File: config.mk
export PLATFORM = sky130hd
export DESIGN_NAME = gda_ctrl
export DESIGN_NICKNAME = d
export VERILOG_FILES = /design/src/hw/rtl/gda_pkg.sv /design/src/hw/rtl/gda_ctrl.sv
export SDC_FILE = /design/constraint.sdc
export NUM_CORES = 1
export LEC_CHECK = 0
export ABC_AREA = 1
export BUFFER_PORTS_ARGS = -buffer_cell sky130_fd_sc_hd__buf_2
export CORE_AREA = 5 5 42 44
export CTS_CLUSTER_DIAMETER = 100
export DETAILED_ROUTE_END_ITERATION = 16
export DIE_AREA = 0 0 47 49
export GPL_ROUTABILITY_DRIVEN = 0
export PLACE_DENSITY_LB_ADDON = 0.1
export SLEW_MARGIN = 20
export SYNTH_ARGS = -nofsm -noshare
export SYNTH_HDL_FRONTEND = slang
export SYNTH_SLANG_ARGS = --single-unit
File: constraint.sdc
create_clock -name i_clk -period 2.6 [get_ports i_clk]
set_input_delay 0.13 -clock i_clk [delete_from_list [all_inputs] [get_ports i_clk]]
set_output_delay 0.13 -clock i_clk [all_outputs]
set_load 0.02 [all_outputs]
File: src/hw/rtl/gda_pkg.sv
// Package for the greyscale dilation argmax unit: sizes, op codes, command types.
// No dependencies.
`timescale 1ns / 1ps
package gda_pkg;
    localparam int MAX_HEIGHT        = 64;
    localparam int MAX_WIDTH         = 64;
    localparam int MAX_IN_CHANNELS   = 4;
    localparam int MAX_OUT_CHANNELS  = 4;
    localparam int MAX_KERNEL_HEIGHT = 8;
    localparam int MAX_KERNEL_WIDTH  = 8;

    localparam logic [1:0] OP_WR_PIXEL  = 2'd0;
    localparam logic [1:0] OP_WR_WEIGHT = 2'd1;
    localparam logic [1:0] OP_QUERY     = 2'd2;

    localparam logic [2:0] REG_HEIGHT  = 3'd0;
    localparam logic [2:0] REG_WIDTH   = 3'd1;
    localparam logic [2:0] REG_CHAN    = 3'd2;
    localparam logic [2:0] REG_KHEIGHT = 3'd3;
    localparam logic [2:0] REG_KWIDTH  = 3'd4;
    localparam logic [2:0] REG_ORG_ROW = 3'd5;
    localparam logic [2:0] REG_ORG_COL = 3'd6;
    localparam logic [2:0] REG_PAD     = 3'd7;

    // controller -> datapath
    typedef struct packed {
        logic load;   // capture input beat, start query
        logic step;   // issue one kernel tap read
        logic last;   // this tap is the final one
        logic finish; // latch result into output register
    } t_cmd;

    // datapath -> controller
    typedef struct packed {
        logic is_query;  // captured beat is an in-range or out-of-range query
        logic err;       // query out of range or no taps to visit: no walk
        logic walk_done; // all tap counters are at their last tap
        logic drain;     // pipeline has emptied
    } t_status;
endpackage

File: src/hw/rtl/gda_ctrl.sv
// Controller FSM for the dilation unit: sequences capture, tap walk, result.
// Depends on gda_pkg.
`timescale 1ns / 1ps
module gda_ctrl (
    input  logic             i_clk,
    input  logic             i_rst_n,
    input  logic             i_in_fire,
    input  logic             i_out_free,
    input  gda_pkg::t_status i_status,
    output gda_pkg::t_cmd    o_cmd,
    output logic             o_in_ready
);
    import gda_pkg::*;

    localparam logic [2:0] S_IDLE = 3'd0;
    localparam logic [2:0] S_DEC  = 3'd1;
    localparam logic [2:0] S_WALK = 3'd2;
    localparam logic [2:0] S_WAIT = 3'd3;
    localparam logic [2:0] S_OUT  = 3'd4;

    logic [2:0] r_state, n_state;

    // next state and commands
    always_comb begin
        n_state = r_state;
        o_cmd   = '0;
        unique case (r_state)
            S_IDLE: begin
                if (i_in_fire) begin
                    o_cmd.load = 1'b1;
                    n_state    = S_DEC;
                end
            end
            S_DEC: begin
                if (!i_status.is_query) n_state = S_IDLE;
                else if (i_status.err)  n_state = S_OUT;
                else                    n_state = S_WALK;
            end
            S_WALK: begin
                o_cmd.step = 1'b1;
                o_cmd.last = i_status.walk_done;
                if (i_status.walk_done) n_state = S_WAIT;
            end
            S_WAIT: begin
                if (i_status.drain) n_state = S_OUT;
            end
            S_OUT: begin
                if (i_out_free) begin
                    o_cmd.finish = 1'b1;
                    n_state      = S_IDLE;
                end
            end
            default: n_state = S_IDLE;
        endcase
    end

    assign o_in_ready = (r_state == S_IDLE);

    always_ff @(posedge i_clk) begin
        if (!i_rst_n) r_state <= S_IDLE;
        else          r_state <= n_state;
    end
endmodule

==> impl_metrics.csv <==
group,metric,value,unit
layout,area_growth,36.7,%
placement,place_hpwl,533,µm
yosys,yosys-top-cells-area,"dfxtp_1 (24%), nand2_1 (14%), inv_1 (12%), nand3_2 (8.2%), nor2_1 (7.7%)",
hold_path,worstHoldStart,"i_rst_n",
worst_setup_path,crit_path_max_fanout,8,
sta,min_period,1390,ps
layout,n_antenna_cell,0,
floorplanning,std_cell_rows,14,
layout,most-common-layout-cells,"buf_2 (12), nand2_1 (9), inv_1 (8)",
routing,first_pass_iters,4,
global_route,grt_pass1_vias,297,
cts,cts_max_level,1,
placement,io_buffers,12,
cts,postCtsResizedCells,0,
global_route,grt.total_usage,0.0731,
floorplanning,boundaryPins,13,
cts,cts-root-buf,"clkbuf_4",
layout,reg.largest.list,"r_state (3)",
yosys,ys_warn_count,0,
sta,slew_viol_final,0,
yosys,synth_largest_area_cell,"dfxtp_1",
yosys,synth_area,245,µm²
cts,clkSinkCount,3,
power,pwr_density_cell,892,nW/µm²
worst_setup_path,crit_type,"reg -> out",
routing,vias_per_cell,3.97,
layout,fin_nets,64,
hold_path,hold_depth,3,
sta,final_hold_viol_count,0,
worst_setup_path,slowest_delay,480,ps
yosys,synth_top_cell_area_share,0.245,
worst_setup_path,start_kind,"flip-flop",
floorplanning,initial_core_util,0.175,
worst_setup_path,cp_slowest_cell,"dfxtp_1",
hold_path,whs_endpoint,"r_state[2]",
global_route,grt_max_degree,9,
global_route,antenna_found_initial,0,
job,cap_violations,0,
layout,stdcell_area,335,µm²
cts,clockBufferDepth,2,
floorplanning,die_h,49,µm
floorplanning,die_w,47,µm
worst_setup_path,cp_data_required_time,2470,ps
floorplanning,coreArea,1400,µm²
layout,layout_commonest_cell,"buf_2",
sta,fmax,0.721,GHz
sta,maxSlewHeadroom,0.807,
yosys,syn_inst,41,
worst_setup_path,crit_buf_inv,2,
cts,numCtsBuffers,3,
outcome,status,"finished clean",
hold_path,hp-class,"in -> reg",
routing,drt_iter0_drc,3,
yosys,synth-seq-cells,3,
cts,cts_setup_buffers,0,
power,leakagePower,0.188,nW
layout,regMostFlops,"r_state",
routing,wire_per_inst,9.24,µm
placement,placed_area,309,µm²
sta,finalSetupTns,0,ps
cts,clk_latency,230,ps
cts,clk_pin_slew,40,ps
power,ir_drop,0.211,mV
worst_setup_path,crit_path_end_kind,"output port",
cts,cts_tree,"yes",
layout,largest_reg_flops,3,
sta,finClkSkew,3.36,ps
worst_setup_path,crit_chain,"inv_1 > nor4_1 > buf_2",
yosys,synth_nets,49,
sta,setup-violations-final,0,
sta,finalCritPeriodShare,0.533,
cts,postCtsHoldBufs,0,
sta,worst_slew_pin_slew,290,ps
worst_setup_path,cp_top_family,"flip-flops",
worst_setup_path,reg2reg_depth,6,
yosys,synth_cell_types,13,
worst_setup_path,r2r_end,"r_state[0]",
yosys,ys_seq_area_frac,0.245,
global_route,overflow,0,
worst_setup_path,r2r-start,"r_state[2]",
worst_setup_path,arrival,1260,ps
routing,drc,0,
worst_setup_path,r2r_slack,1430,ps
floorplanning,die_area,2300,µm²
yosys,avgSynthCellArea,5.98,µm²
routing,dr_total_vias,282,
routing,ant_nets,0,
sta,rsz0062_at_grt,"false",
layout,drive_gt1_frac,0.345,
global_route,grt_pass1_wl,1.17,mm
routing,finalWirelength,656,µm
## where the power goes
part	switching (W)	internal [W]	total (W)
Clock	0.0000248	0.0000576	0.0000824
Sequential	0.0000249	0.0000581	0.0000829
Combinational	0.0000836	0.0000501	0.000134
Total	0.000133	0.000166	0.000299
## cells in the mapped netlist, drive strengths merged
cell type,count
buf,2
dfxtp,3
nor2,7
nor4,2
nor3,2
nand2,9
nand3,4
inv,8
a21oi,3
o22ai,1
## layout make-up
class	count	area, µm²
clock buffers	4	26.3
fillers	169	1070
inverters	8	30.0
multi-input cells	28	139
flip-flops and latches	3	60.1
well taps	16	20.0
repair buffers	12	60.1
## per-layer routing
metal  global-route usage  share of wire  vias up
met5                    0              0        -
met4               0.0691          0.030        0
met3               0.0221          0.063        2
met2                0.102           0.45       10
met1               0.0832           0.45      113
li1                     -              -      157
## worst reg2reg max path, stage by stage, from the launching register on
cell and delay, ps:
dfxtp_1 480, inv_1 120, nand3_2 100, nand2_1 70, nor2_2 140, nand2_1 60, a21oi_1 140
## through the flow
stage / setup slack, ps / std cells / utilization / total power [W] / hold slack [ps]
3_3_place_gp: 1420 / 67 / 0.221 / 0.000222 / 398
6_report: 1210 / 71 / 0.239 / 0.000299 / 148
2_1_floorplan: 1270 / 41 / - / 0.000188 / 262
4_1_cts: 1210 / 71 / 0.239 / 0.000305 / 144
3_5_place_dp: 1420 / 67 / 0.221 / 0.000219 / 396
5_1_grt: 1050 / 71 / 0.239 / 0.000335 / 157
## how the worst max path moves through the flow
stage                from          to  slack (ps)  cells after the start
6_report       r_state[2]    o_cmd[0]        1210                      3
5_1_grt        r_state[2]    o_cmd[0]        1050                      3
4_1_cts        r_state[2]    o_cmd[0]        1210                      3
3_5_place_dp   r_state[2]  r_state[0]        1420                      6
3_3_place_gp   r_state[2]  r_state[0]        1420                      6
2_1_floorplan  r_state[2]    o_cmd[0]        1270                      3
## cell families (layout without fill, tap and decap cells)
| kind of cell | after synthesis | after routing | share of synthesized area |
|---|---|---|---|
| and+or+nand+nor | 24 | 24 | 0.480 |
| buffers and inverters | 10 | 24 | 0.189 |
| AOI/OAI and AO/OA | 4 | 4 | 0.0867 |
| DFF | 3 | 3 | 0.245 |
Note: power is estimated with default switching activity, not from simulation.
